===== src/design/sqmm_pkg.sv =====
// Shared constants and control types for the square matrix multiplier.
// Used by sqmm_ctrl, sqmm_datapath and square_matrix_multiply.
package sqmm_pkg;

   localparam int DEFAULT_MATRIX_SIZE = 4;
   localparam int IDX_W               = 2;
   localparam int VALUE_W             = 16;
   localparam int MULT_W              = 2 * VALUE_W;
   localparam int PRODUCT_W           = 34;

   // Command from controller to datapath, one per cycle.
   typedef struct packed {
      logic             load_we;     // write the request pair into both stores
      logic             issue;       // read one A/B term pair this cycle
      logic             first_term;  // first term of a dot product
      logic             last_term;   // last term of a dot product
      logic             last_entry;  // term belongs to the final product entry
      logic [IDX_W-1:0] out_row;
      logic [IDX_W-1:0] out_col;
   } cmd_type;

   // Status from datapath to controller.
   typedef struct packed {
      logic done;                    // final product entry is on the outputs
   } status_type;

endpackage


===== src/design/sqmm_ram.sv =====
// Generic simple dual-port RAM: one write port, one read port with registered data.
// No dependencies.
module sqmm_ram #(
   parameter int Width = 16,
   parameter int Depth = 16
) (
   input  logic                     clock,
   input  logic                     wr_en,
   input  logic [$clog2(Depth)-1:0] wr_addr,
   input  logic [Width-1:0]         wr_data,
   input  logic [$clog2(Depth)-1:0] rd_addr,
   output logic [Width-1:0]         rd_data
);

   logic [Width-1:0] mem_ff [Depth];
   logic [Width-1:0] rd_data_ff;

   always_ff @(posedge clock) begin
      if (wr_en) begin
         mem_ff[wr_addr] <= wr_data;
      end
      rd_data_ff <= mem_ff[rd_addr];
   end

   assign rd_data = rd_data_ff;

endmodule


===== src/design/sqmm_ctrl.sv =====
// Controller: accepts transactions, sequences the row/column/term loops of a run.
// Depends on sqmm_pkg.
module sqmm_ctrl #(
   parameter int MATRIX_SIZE = sqmm_pkg::DEFAULT_MATRIX_SIZE,
   localparam int IW = $clog2(MATRIX_SIZE),
   localparam int AW = $clog2(MATRIX_SIZE * MATRIX_SIZE)
) (
   input  logic                        clock,
   input  logic                        reset,
   input  logic                        start,
   output logic                        busy,
   input  logic [sqmm_pkg::IDX_W-1:0]  req_row_index,
   input  logic [sqmm_pkg::IDX_W-1:0]  req_col_index,
   input  logic                        req_compute_now,
   input  sqmm_pkg::status_type        status,
   output sqmm_pkg::cmd_type           cmd,
   output logic [AW-1:0]               wr_addr,
   output logic [AW-1:0]               rd_a_addr,
   output logic [AW-1:0]               rd_b_addr
);

   typedef enum logic [1:0] {
      ST_IDLE,
      ST_RUN,
      ST_DRAIN
   } state_type;

   localparam logic [IW-1:0] LastIdx = IW'(MATRIX_SIZE - 1);

   state_type     state_ff, state_in;
   logic          busy_ff;
   logic [IW-1:0] r_ff, r_in;
   logic [IW-1:0] c_ff, c_in;
   logic [IW-1:0] k_ff, k_in;
   logic          accept;
   logic          in_range;
   logic          end_c, end_r;

   assign accept   = start && !busy_ff;
   assign in_range = (int'(req_row_index) < MATRIX_SIZE) &&
                     (int'(req_col_index) < MATRIX_SIZE);
   assign end_c    = (c_ff == LastIdx);
   assign end_r    = (r_ff == LastIdx);

   always_comb begin
      state_in = state_ff;
      r_in     = r_ff;
      c_in     = c_ff;
      k_in     = k_ff;
      case (state_ff)
         ST_IDLE: begin
            r_in = '0;
            c_in = '0;
            k_in = '0;
            if (accept && req_compute_now) begin
               state_in = ST_RUN;
            end
         end
         ST_RUN: begin
            // advance term, then column, then row
            if (k_ff == LastIdx) begin
               k_in = '0;
               if (end_c) begin
                  c_in = '0;
                  if (end_r) begin
                     state_in = ST_DRAIN;
                  end else begin
                     r_in = r_ff + 1'b1;
                  end
               end else begin
                  c_in = c_ff + 1'b1;
               end
            end else begin
               k_in = k_ff + 1'b1;
            end
         end
         ST_DRAIN: begin
            if (status.done) begin
               state_in = ST_IDLE;
            end
         end
         default: begin
            state_in = ST_IDLE;
         end
      endcase
   end

   always_ff @(posedge clock) begin
      if (reset) begin
         state_ff <= ST_IDLE;
         busy_ff  <= 1'b0;
      end else begin
         state_ff <= state_in;
         busy_ff  <= (state_in != ST_IDLE);
      end
      r_ff <= r_in;
      c_ff <= c_in;
      k_ff <= k_in;
   end

   assign busy = busy_ff;

   always_comb begin
      cmd.load_we    = accept && in_range;
      cmd.issue      = (state_ff == ST_RUN);
      cmd.first_term = (k_ff == '0);
      cmd.last_term  = (k_ff == LastIdx);
      cmd.last_entry = end_r && end_c;
      cmd.out_row    = sqmm_pkg::IDX_W'(r_ff);
      cmd.out_col    = sqmm_pkg::IDX_W'(c_ff);
   end

   assign wr_addr   = AW'(req_row_index) * AW'(MATRIX_SIZE) + AW'(req_col_index);
   assign rd_a_addr = AW'(r_ff) * AW'(MATRIX_SIZE) + AW'(k_ff);
   assign rd_b_addr = AW'(k_ff) * AW'(MATRIX_SIZE) + AW'(c_ff);

endmodule


===== src/design/sqmm_datapath.sv =====
// Datapath: A and B stores, multiply stage, accumulator and result registers.
// Depends on sqmm_pkg and sqmm_ram.
module sqmm_datapath #(
   parameter int MATRIX_SIZE = sqmm_pkg::DEFAULT_MATRIX_SIZE,
   localparam int AW = $clog2(MATRIX_SIZE * MATRIX_SIZE)
) (
   input  logic                                 clock,
   input  logic                                 reset,
   input  sqmm_pkg::cmd_type                    cmd,
   input  logic [AW-1:0]                        wr_addr,
   input  logic [AW-1:0]                        rd_a_addr,
   input  logic [AW-1:0]                        rd_b_addr,
   input  logic signed [sqmm_pkg::VALUE_W-1:0]  req_a_value,
   input  logic signed [sqmm_pkg::VALUE_W-1:0]  req_b_value,
   output sqmm_pkg::status_type                 status,
   output logic                                 rsp_strobe,
   output logic [sqmm_pkg::IDX_W-1:0]           rsp_out_row,
   output logic [sqmm_pkg::IDX_W-1:0]           rsp_out_col,
   output logic signed [sqmm_pkg::PRODUCT_W-1:0] rsp_product_value,
   output logic                                 rsp_last_entry
);

   localparam int Cells = MATRIX_SIZE * MATRIX_SIZE;

   logic [sqmm_pkg::VALUE_W-1:0]          a_rd, b_rd;
   sqmm_pkg::cmd_type                     s1_ff, s2_ff;
   logic signed [sqmm_pkg::MULT_W-1:0]    prod_ff;
   logic signed [sqmm_pkg::PRODUCT_W-1:0] acc_ff, acc_in;
   logic                                  strobe_ff;
   logic [sqmm_pkg::IDX_W-1:0]            row_ff, col_ff;
   logic                                  last_ff;

   sqmm_ram #(.Width(sqmm_pkg::VALUE_W), .Depth(Cells)) u_left_store (
      .clock   (clock),
      .wr_en   (cmd.load_we),
      .wr_addr (wr_addr),
      .wr_data (req_a_value),
      .rd_addr (rd_a_addr),
      .rd_data (a_rd)
   );

   sqmm_ram #(.Width(sqmm_pkg::VALUE_W), .Depth(Cells)) u_right_store (
      .clock   (clock),
      .wr_en   (cmd.load_we),
      .wr_addr (wr_addr),
      .wr_data (req_b_value),
      .rd_addr (rd_b_addr),
      .rd_data (b_rd)
   );

   // clear the sum on the first term, otherwise keep adding
   assign acc_in = (s2_ff.first_term ? '0 : acc_ff) +
                   sqmm_pkg::PRODUCT_W'(prod_ff);

   always_ff @(posedge clock) begin
      if (reset) begin
         s1_ff     <= '0;
         s2_ff     <= '0;
         strobe_ff <= 1'b0;
      end else begin
         s1_ff     <= cmd;
         s2_ff     <= s1_ff;
         strobe_ff <= s2_ff.issue && s2_ff.last_term;
      end
      prod_ff <= $signed(a_rd) * $signed(b_rd);
      if (s2_ff.issue) begin
         acc_ff  <= acc_in;
         row_ff  <= s2_ff.out_row;
         col_ff  <= s2_ff.out_col;
         last_ff <= s2_ff.last_entry;
      end
   end

   assign rsp_strobe        = strobe_ff;
   assign rsp_out_row       = row_ff;
   assign rsp_out_col       = col_ff;
   assign rsp_product_value = acc_ff;
   assign rsp_last_entry    = last_ff;
   assign status.done       = strobe_ff && last_ff;

endmodule


===== src/design/square_matrix_multiply.sv =====
// Top level of the square matrix multiplier: controller plus datapath.
// Depends on sqmm_pkg, sqmm_ctrl, sqmm_datapath and sqmm_ram.
//
//  channel   handshake            payload
//  request   start / busy         req_row_index req_col_index req_a_value
//                                 req_b_value req_compute_now
//  response  rsp_strobe (1 cycle) rsp_out_row rsp_out_col rsp_product_value
//                                 rsp_last_entry
//
// A load transaction does not raise busy; busy stays low and the next one may follow.
// A compute transaction holds busy until the final product entry has been shown:
// one shared multiply-accumulate takes one term per cycle, and the product entries
// appear in row-major order, the last one marked.
// Reset clears control only; store contents are undefined until written.
// Results are shown for one cycle each and cannot be stalled.
module square_matrix_multiply #(
   parameter int MATRIX_SIZE = sqmm_pkg::DEFAULT_MATRIX_SIZE
) (
   input  logic                                  clock,
   input  logic                                  reset,
   input  logic                                  start,
   output logic                                  busy,
   input  logic [sqmm_pkg::IDX_W-1:0]            req_row_index,
   input  logic [sqmm_pkg::IDX_W-1:0]            req_col_index,
   input  logic signed [sqmm_pkg::VALUE_W-1:0]   req_a_value,
   input  logic signed [sqmm_pkg::VALUE_W-1:0]   req_b_value,
   input  logic                                  req_compute_now,
   output logic                                  rsp_strobe,
   output logic [sqmm_pkg::IDX_W-1:0]            rsp_out_row,
   output logic [sqmm_pkg::IDX_W-1:0]            rsp_out_col,
   output logic signed [sqmm_pkg::PRODUCT_W-1:0] rsp_product_value,
   output logic                                  rsp_last_entry
);

   localparam int AW = $clog2(MATRIX_SIZE * MATRIX_SIZE);

   sqmm_pkg::cmd_type    cmd;
   sqmm_pkg::status_type status;
   logic [AW-1:0]        wr_addr, rd_a_addr, rd_b_addr;

   sqmm_ctrl #(.MATRIX_SIZE(MATRIX_SIZE)) u_ctrl (
      .clock           (clock),
      .reset           (reset),
      .start           (start),
      .busy            (busy),
      .req_row_index   (req_row_index),
      .req_col_index   (req_col_index),
      .req_compute_now (req_compute_now),
      .status          (status),
      .cmd             (cmd),
      .wr_addr         (wr_addr),
      .rd_a_addr       (rd_a_addr),
      .rd_b_addr       (rd_b_addr)
   );

   sqmm_datapath #(.MATRIX_SIZE(MATRIX_SIZE)) u_datapath (
      .clock             (clock),
      .reset             (reset),
      .cmd               (cmd),
      .wr_addr           (wr_addr),
      .rd_a_addr         (rd_a_addr),
      .rd_b_addr         (rd_b_addr),
      .req_a_value       (req_a_value),
      .req_b_value       (req_b_value),
      .status            (status),
      .rsp_strobe        (rsp_strobe),
      .rsp_out_row       (rsp_out_row),
      .rsp_out_col       (rsp_out_col),
      .rsp_product_value (rsp_product_value),
      .rsp_last_entry    (rsp_last_entry)
   );

endmodule

===== config.mk =====
export PLATFORM = sky130hd
export DESIGN_NAME = square_matrix_multiply
export DESIGN_NICKNAME = d
export VERILOG_FILES = /design/src/design/sqmm_pkg.sv /design/src/design/sqmm_ram.sv /design/src/design/sqmm_ctrl.sv /design/src/design/sqmm_datapath.sv /design/src/design/square_matrix_multiply.sv
export SDC_FILE = /design/constraint.sdc
export NUM_CORES = 1
export LEC_CHECK = 0
export BUFFER_PORTS_ARGS = -buffer_cell sky130_fd_sc_hd__buf_2
export CORE_MARGIN = 2
export CORE_UTILIZATION = 54
export DETAILED_ROUTE_END_ITERATION = 8
export GPL_TIMING_DRIVEN = 0
export PLACE_DENSITY = 0.79
export SYNTH_ARGS = -nofsm -noshare
export SYNTH_HDL_FRONTEND = slang
export SYNTH_SLANG_ARGS = --single-unit

===== constraint.sdc =====
create_clock -name clock -period 7.45 [get_ports clock]
set_clock_uncertainty 0.1 [all_clocks]
set_input_delay 1.1175 -clock clock [delete_from_list [all_inputs] [get_ports clock]]
set_output_delay 1.1175 -clock clock [all_outputs]
set_load 0.005 [all_outputs]

# Yosys cells after proc, flatten, opt, wreduce, memory -nomap -nowiden
# Memory sizes are Yosys's and may differ from the RTL's. A register that Yosys moved wholly into a read port is not among the register bits.
# Cells that the tools add are included.
[totals]
ff_bits = 97
ram_bits = 512
word_cells = 71
mem_count = 2
[mem_list]
columns = ["memory", "depth", "width", "rd", "rd_clocked_by_memory_dff", "wr", "line_no", "rtl"]
rows = [
  ["u_datapath.u_left_store.mem_ff", 16, 16, 1, 1, 1, "sqmm_ram.sv:15", "logic [Width-1:0] mem_ff [Depth];"],
  ["u_datapath.u_right_store.mem_ff", 16, 16, 1, 1, 1, "sqmm_ram.sv:15", ""],
]
[op_classes]
addsub = 7
multipliers = 1
n_eq_ne = 8
n_mux = 18
reduce_logical = 12
[ops]
columns = ["cell", "n"]
rows = [
  ["adder 34 bit", 1],
  ["two-way mux 34 bit", 1],
  ["multiplier 16 x 16 -> 32 bit", 1],
  ["two-way mux 2 bit", 11],
  ["adder 4 x 2 -> 4 bit", 3],
  ["case mux 2 bit (2 select lines)", 3],
  ["== test 2 bit, second input constant", 4],
  ["adder 2 x 1 -> 2 bit, second input constant", 3],
  ["inequality test 2 bit, second input constant", 3],
  ["case mux 2 bit (3 select lines)", 1],
  ["logical AND 1 bit", 5],
  ["logical NOT 2 bit", 2],
  ["AND reduction 4 bit", 1],
  ["nonzero test 2 bit", 2],
  ["== test 2 x 1 -> 1 bit, second input constant", 1],
  ["two-way mux 1 bit", 2],
  ["AND reduction 2 bit", 1],
  ["logical NOT 1 bit", 1],
]

# Depth between registers and ports, before layout
# Gate-level depths: netlist of the first run.
[logic_depth]
depth_word = 6
mapped_depth = 22
ltp_nobuf = 21

# Hierarchy
# From an unflattened synthesis of the first run, not the netlist that was laid out.
[hier_totals]
cells_unflattened = 2354
hier_area_um2 = 34480.6
[modules_own_cells]
columns = ["mod", "n_inst", "cells_each", "area_per_inst_um2"]
rows = [
  ["sqmm_ram", 2, 432, 10043.4],
  ["sqmm_datapath", 1, 1440, 13854.5],
  ["sqmm_ctrl", 1, 50, 539.3],
]

# Worst setup path after synthesis of the first run
# No wires, ideal clock.
[synth_path]
kind = "register to register"
startpoint = "register u_datapath.u_right_store.rd_data_ff[1], in the netlist u_datapath.u_right_store.rd_data[1] (read register of u_datapath.u_right_store.mem_ff)"
endpoint = "register u_datapath.prod_ff[31] in the netlist's numbering"
arrival_ns = 5.923
required_time_ns = 7.213
path_slack_ns = 1.291
stages_incl_launch_ff = 21
period_less_slack_ns = 6.159
path_cell_list = "dfxtp_1 clkbuf_1 nand2_1 inv_1 fa_1 fa_1 inv_1 fa_1 fa_1 fa_1 fa_1 inv_1 ha_1 a21o_1 a21o_1 a21oi_1 inv_1 a2111oi_2 o21bai_2 o21ai_1 a211oi_2"
[synth_via]
elab_chain_cells = 1
[synth_lines]
columns = ["item", "line_no", "rtl"]
rows = [
  ["start: declaration", "sqmm_ram.sv:16", "logic [Width-1:0] rd_data_ff;"],
  ["multiplier 16 x 16 -> 32 bit", "sqmm_datapath.sv:65", "prod_ff <= $signed(a_rd) * $signed(b_rd);"],
  ["end signal: assignment", "sqmm_datapath.sv:65", ""],
  ["end: declaration", "sqmm_datapath.sv:27", "logic signed [sqmm_pkg::MULT_W-1:0] prod_ff;"],
]
# Every way passes these cells.
# A chain may end at the register's enable or synchronous reset.

# Worst setup path in the final report of the first run
# Same ends and word-level chain as after synthesis.

==> results of run 1 <==
[sequential cells by signal (all words and copies together) (netlist names)]
signal,cells
u_datapath.u_left_store.mem_ff,256
u_datapath.u_right_store.mem_ff,256
u_datapath.rsp_product_value,34
u_datapath.prod_ff,32
u_datapath.u_left_store.rd_data,16
u_datapath.u_right_store.rd_data,16
u_datapath.s1_ff,8
u_datapath.s2_ff,8
u_ctrl.c_ff,2
u_ctrl.k_ff,2
u_ctrl.r_ff,2
u_ctrl.state_ff,2
u_datapath.rsp_out_col,2
u_datapath.rsp_out_row,2
u_ctrl.busy,1
u_datapath.rsp_last_entry,1
u_datapath.rsp_strobe,1
[final timing paths]
check / start / cells after the start / slack, ns / to
max: u_datapath.u_right_store.rd_data[1] / 20 / 0.48 / u_datapath.prod_ff[31]
min: u_datapath.s2_ff[3] / 0 / 0.30 / u_datapath.rsp_out_row[1]
max reg2reg: u_datapath.u_right_store.rd_data[1] / 20 / 0.48 / u_datapath.prod_ff[31]
min reg2reg: u_datapath.s2_ff[3] / 0 / 0.30 / u_datapath.rsp_out_row[1]
[routing by layer]
| metal | GRT usage | wire length [um] |
|---|---|---|
| met1 | 0.3253 | 31070 |
| met2 | 0.4378 | 41370 |
| met3 | 0.04448 | 6344 |
| met4 | 0.08122 | 2580 |
| met5 | 0 | 34 |
[cell families after synthesis]
kind of cell    synth area share
compound gates           0.03418
buf+inv                  0.04281
simple gates             0.07029
flops                     0.5356
fa+ha+maj                 0.1965
mux                       0.1048
xor+xnor                 0.01580
[cells in the final DEF, fill, tap and decap left out, types with 5 or more instances in the layout]
cell	netlist	layout
edfxtp_1	557	557
xor2_1	13	13
a21o_1	13	13
nand2b_1	17	17
nor2b_1	53	53
clkinv_2	0	13
ha_1	119	119
buf_12	0	12
o21bai_1	7	7
nor2_4	0	12
o21a_1	9	9
buf_2	12	91
bufinv_16	0	10
xnor2_1	49	49
clkbuf_8	0	8
fa_1	263	262
and3_1	7	7
inv_1	315	315
buf_1	6	6
nor2_1	59	47
nand3_1	14	14
and2_1	130	130
o21ai_0	25	25
dfxtp_1	84	83
clkinvlp_4	0	5
a211oi_2	5	5
mux4_2	160	160
clkbuf_1	54	59
a21oi_1	53	53
nand2_1	152	152
buf_6	0	8
nor3_1	12	8
a211o_1	5	5
clkbuf_16	0	61
[layout make-up]
| type | instances | area (um^2) | share of cell area |
|---|---|---|---|
| clock buffer | 74 | 1655 | 0.04294 |
| antenna | 2 | 5.005 | 0.0001298 |
| buffer | 72 | 285.3 | 0.007401 |
| tap | 846 | 1059 | 0.02746 |
| multi-input combinational | 1237 | 14600 | 0.3789 |
| inverter | 316 | 1186 | 0.03077 |
| sequential | 641 | 18410 | 0.4776 |
| timing repair buffer | 104 | 805.8 | 0.02090 |
| clock inverter | 41 | 536.8 | 0.01393 |
[what timing repair did]
item	CTS	global route
hold endpoints to repair	0	0
endpoints found under the setup margin	0	2
resized for setup	0	1
[stage by stage]
| step | hold slack [ns] | utilization | area [um^2] | setup slack [ns] |
|---|---|---|---|---|
| after floorplan | 0.2855 | - | 34370 | 1.291 |
| after detailed placement | 0.2887 | 0.5772 | 36350 | 0.3087 |
| after global routing | 0.3055 | 0.6121 | 38540 | 0.1059 |
| after CTS | 0.3027 | 0.6121 | 38540 | 0.3097 |
| after global placement | 0.2896 | 0.5690 | 35820 | 0.3962 |
| final | 0.3034 | 0.6122 | 38550 | 0.4818 |
==> flow_metrics.env, run 1 <==
export IMPL_status="finished clean"
export IMPL_critPathRequiredTime_ns=7.82
export IMPL_wl_per_cell_um=24.42
export IMPL_core_um2=62970
export IMPL_clk_pin_slew_ns=0.06
export IMPL_grt_max_degree=39
export IMPL_antenna_found_initial=9
export IMPL_hpwl_um=55670
export IMPL_period_needed_ns=6.968
export IMPL_htreeDepth=2
export IMPL_hold_path_class="flip-flop to flip-flop"
export IMPL_vias=19460
export IMPL_start_kind="flip-flop"
export IMPL_postSynthAreaPerCell_um2=15.17
export IMPL_die_h_um=256.3
export IMPL_area_growth_pct=12.15
export IMPL_maxCapViolCount=0
export IMPL_globalRouteOverflowTotal=0
export IMPL_yosys_warnings=0
export IMPL_async_flop_share=0
export IMPL_grt_first_pass_wirelength_um=124800
export IMPL_clk_path_buf_depth=3
export IMPL_grt_pass1_vias=20790
export IMPL_finalSetupViolations=0
export IMPL_port_buffers=79
export IMPL_die_x_um=256.3
export IMPL_tns_ns=0
export IMPL_syn_inst=2266
export IMPL_num_io_pins=81
export IMPL_synth_seq_area_share=0.5356
export IMPL_place_congestion=0.9348
export IMPL_crit_fanout=10
export IMPL_fmax_ghz=0.1435
export IMPL_synthFlopType="edfxtp_1"
export IMPL_crit_family="adder cells"
export IMPL_nFillCells=4505
export IMPL_drc=0
export IMPL_placed_cells_incl_taps=3216
export IMPL_clk_latency_ns=0.66
export IMPL_drive_gt1_frac=0.1722
export IMPL_end_kind="flip-flop"
export IMPL_synth_cell_types=69
export IMPL_synth_most_common_cell="edfxtp_1"
export IMPL_crit_top_cell="fa_1"
export IMPL_maxSlewHeadroom=0.1905
export IMPL_die_area_um2=65680
export IMPL_numCtsBuffers=61
export IMPL_initial_core_util=0.5459
export IMPL_nNetsFinal=2855
export IMPL_tritoncts="yes"
export IMPL_maxSlewViolCount=0
export IMPL_critPathBufInv=5
export IMPL_final_cells=3333
export IMPL_cts_sinks=641
export IMPL_grt_usage=0.2527
export IMPL_synth_edff_count=557
export IMPL_ant_nets=0
export IMPL_synth_common_cells="edfxtp_1, inv_1, fa_1"
export IMPL_yosys_top_cells_area="edfxtp_1, fa_1, mux4_2"
export IMPL_rsz0062_at_grt="false"
export IMPL_hold_viol_final=0
export IMPL_path_cells="clkbuf_1 -> nand2_1 -> inv_1 -> fa_1 -> fa_2 -> inv_1 -> fa_1 -> fa_1 -> fa_1 -> fa_1 -> inv_1 -> ha_1 -> a21o_1 -> a21o_1 -> a21oi_1 -> inv_1 -> a2111oi_2 -> o21bai_2 -> o21ai_1 -> a211oi_2"
export IMPL_synth_fp_nets=2688
export IMPL_synth_area_um2=34370
export IMPL_wirelength_um=81400
export IMPL_synth_seq_cells=641
export IMPL_worst_path_max_delay_cell="fa_2"
export IMPL_post_route_period_util=0.9353
export IMPL_worstMarginPinSlew_ns=1.214
export IMPL_cts_root_buf="clkbuf_16"
export IMPL_via_per_inst=5.839
export IMPL_critPathMaxStageDelay_ns=0.79
export IMPL_cp_arrival_ns=7.33
export IMPL_drt_initial_drc_count=1935
export IMPL_yosys_area_top_type="edfxtp_1"
export IMPL_dr_pass1_iters=6
export IMPL_postCtsSetupBuffers=0
export IMPL_cts_hold_buf=0
export IMPL_yosysTopAreaCellShare=0.4866
export IMPL_rows=92
export IMPL_path_class="flip-flop to flip-flop"
Power of run 1 is not shown: default switching activity piles up to over one toggle a cycle in this logic, so the estimate is an artifact.
==> run 2, diff against run 1 <==
--- a/config.mk
+++ b/config.mk
@@ -6,7 +6,7 @@
 export NUM_CORES = 1
 export LEC_CHECK = 0
 export BUFFER_PORTS_ARGS = -buffer_cell sky130_fd_sc_hd__buf_2
-export CORE_MARGIN = 2
+export CORE_MARGIN = 5
 export CORE_UTILIZATION = 54
 export DETAILED_ROUTE_END_ITERATION = 8
 export GPL_TIMING_DRIVEN = 0
==> constraint.sdc (replaced) <==
create_clock -name clock -period 7.45 [get_ports clock]
set_clock_uncertainty 0.1 [all_clocks]
set_input_delay 1.49 -clock clock [delete_from_list [all_inputs] [get_ports clock]]
set_output_delay 1.49 -clock clock [all_outputs]
set_load 0.005 [all_outputs]
==> run 2 against run 1 <==
Effect of this change:
- utilization up 0.053 points
- first-iteration DRC count down 2.5%
- via count up 0.13%
- sequential share of layout area down 0.13 points
- final cell count up 0.45%
- fmax down 0.73%
- register-to-register slack worse by 0.05 ns
- flip-flop and latch count unchanged
- global-route usage down 1.3 points
- critical path depth unchanged
- clock-buffer cell count up 17
- largest cell class unchanged
- highest routed layer unchanged
==> flow_metrics.env, run 2 (synthesis results as in run 1) <==
export IMPL_period_needed_ns=7.019
export IMPL_numCtsBuffers=67
export IMPL_worst_slack_ns=0.4307
export IMPL_crit_fanout=10
export IMPL_core_um2=63080
export IMPL_maxSlewViolCount=0
export IMPL_grt_first_pass_wirelength_um=126000
export IMPL_die_h_um=262.3
export IMPL_grt_pass1_vias=20870
export IMPL_nNetsFinal=2865
export IMPL_drt_initial_drc_count=1886
export IMPL_wirelength_um=82260
export IMPL_final_cell_area_um2=38650
export IMPL_status="finished clean"
export IMPL_ant_nets=0
export IMPL_antenna_found_initial=8
export IMPL_clk_path_buf_depth=3
export IMPL_area_growth_pct=12.45
export IMPL_rows=92
export IMPL_tritoncts="yes"
export IMPL_cp_arrival_ns=7.40
export IMPL_placed_area_um2=36410
export IMPL_hold_path_class="flip-flop to flip-flop"
export IMPL_finalSetupViolations=0
export IMPL_drc=0
export IMPL_hold_viol_final=0
export IMPL_clk_pin_slew_ns=0.06
export IMPL_final_cell_mix="edfxtp_1, inv_1, fa_1"
export IMPL_critPathRequiredTime_ns=7.83
export IMPL_fmax_ghz=0.1425
export IMPL_cts_root_buf="clkbuf_16"
export IMPL_rsz0062_at_grt="false"
export IMPL_maxSlewHeadroom=0.2060
export IMPL_via_per_inst=5.821
export IMPL_globalRouteOverflowTotal=0
export IMPL_hpwl_um=56220
export IMPL_grt_max_degree=39
export IMPL_start_kind="flip-flop"
export IMPL_clk_latency_ns=0.63
export IMPL_postCtsSetupBuffers=0
export IMPL_die_x_um=262.3
export IMPL_maxCapViolCount=0
export IMPL_dr_pass1_iters=5
export IMPL_cts_sinks=641
export IMPL_post_place_ws_ns=0.3392
export IMPL_port_buffers=79
export IMPL_place_congestion=0.9491
export IMPL_die_area_um2=68790
export IMPL_vias=19490
export IMPL_wl_per_cell_um=24.57
export IMPL_tns_ns=0
export IMPL_drive_gt1_frac=0.1705
export IMPL_initial_core_util=0.5449
export IMPL_grt_usage=0.2398
export IMPL_worstMarginPinSlew_ns=1.191
export IMPL_htreeDepth=3
export IMPL_post_route_period_util=0.9422
export IMPL_path_class="flip-flop to flip-flop"
export IMPL_end_kind="flip-flop"
export IMPL_num_io_pins=81
export IMPL_layout_commonest_cell="edfxtp_1"
run 2: final cells by class:
type                       instances  area (um^2)
inverter                         316         1186
timing repair buffer             108        865.8
antenna                            4        10.01
buffer                            72        286.5
tap                              846         1059
multi-input combinational       1237        14600
clock buffer                      91         1828
clock inverter                    33        401.6
sequential                       641        18410
fill                            4593        24430
run 2: path summary, 6_finish.rpt:
| check | from | endpoint | slack [ns] | cells past startpoint |
|---|---|---|---|---|
| hold reg to reg | u_datapath.s2_ff[0] | u_datapath.rsp_out_col[0] | 0.30 | 0 |
| setup reg to reg | u_datapath.u_left_store.rd_data[15] | u_datapath.prod_ff[31] | 0.43 | 20 |
| hold / removal | u_datapath.s2_ff[0] | u_datapath.rsp_out_col[0] | 0.30 | 0 |
| setup / recovery | u_datapath.u_left_store.rd_data[15] | u_datapath.prod_ff[31] | 0.43 | 20 |
run 2: metal layers:
metal | global-route usage | vias to the layer above | routed length [um] | share of wire
met4 | 0.07914 | 12 | 2925 | 0.036
met2 | 0.4067 | 1016 | 41150 | 0.50
met1 | 0.3155 | 9920 | 31510 | 0.38
li1 | - | 8325 | - | -
met5 | 0 | - | 68 | 0.00083
met3 | 0.04751 | 215 | 6608 | 0.080
run 2: stage by stage:
stage               hold WS (ns)  utilization  std cells
global route              0.3101       0.6126       3345
detailed placement        0.2887       0.5771       3220
CTS                       0.3010       0.6125       3344
finish                    0.3007       0.6127       3348
global placement          0.2897       0.5679       3191
floorplan                 0.2855            -       2266
run 2: what timing repair did:
| item | 4_1_cts | 5_1_grt |
|---|---|---|
| endpoints found under the setup margin | 0 | 2 |
| resized for setup | 0 | 4 |
| hold buffers | 0 | 0 |
run 2: worst max-delay path, stage by stage, from the launching register on:
cell and delay [ns]:
dfxtp_1 0.50, buf_1 0.48, nand2_1 0.20, inv_1 0.16
fa_1 0.54, fa_2 0.78, inv_1 0.14, fa_1 0.50
fa_1 0.57, fa_1 0.42, fa_1 0.49, inv_1 0.04
ha_1 0.33, a21o_1 0.21, a21o_1 0.21, a21oi_1 0.15
inv_1 0.09, a2111oi_2 0.44, o21bai_2 0.16, o21ai_1 0.24
a211oi_2 0.10
Power of run 2 is left out for the same reason.
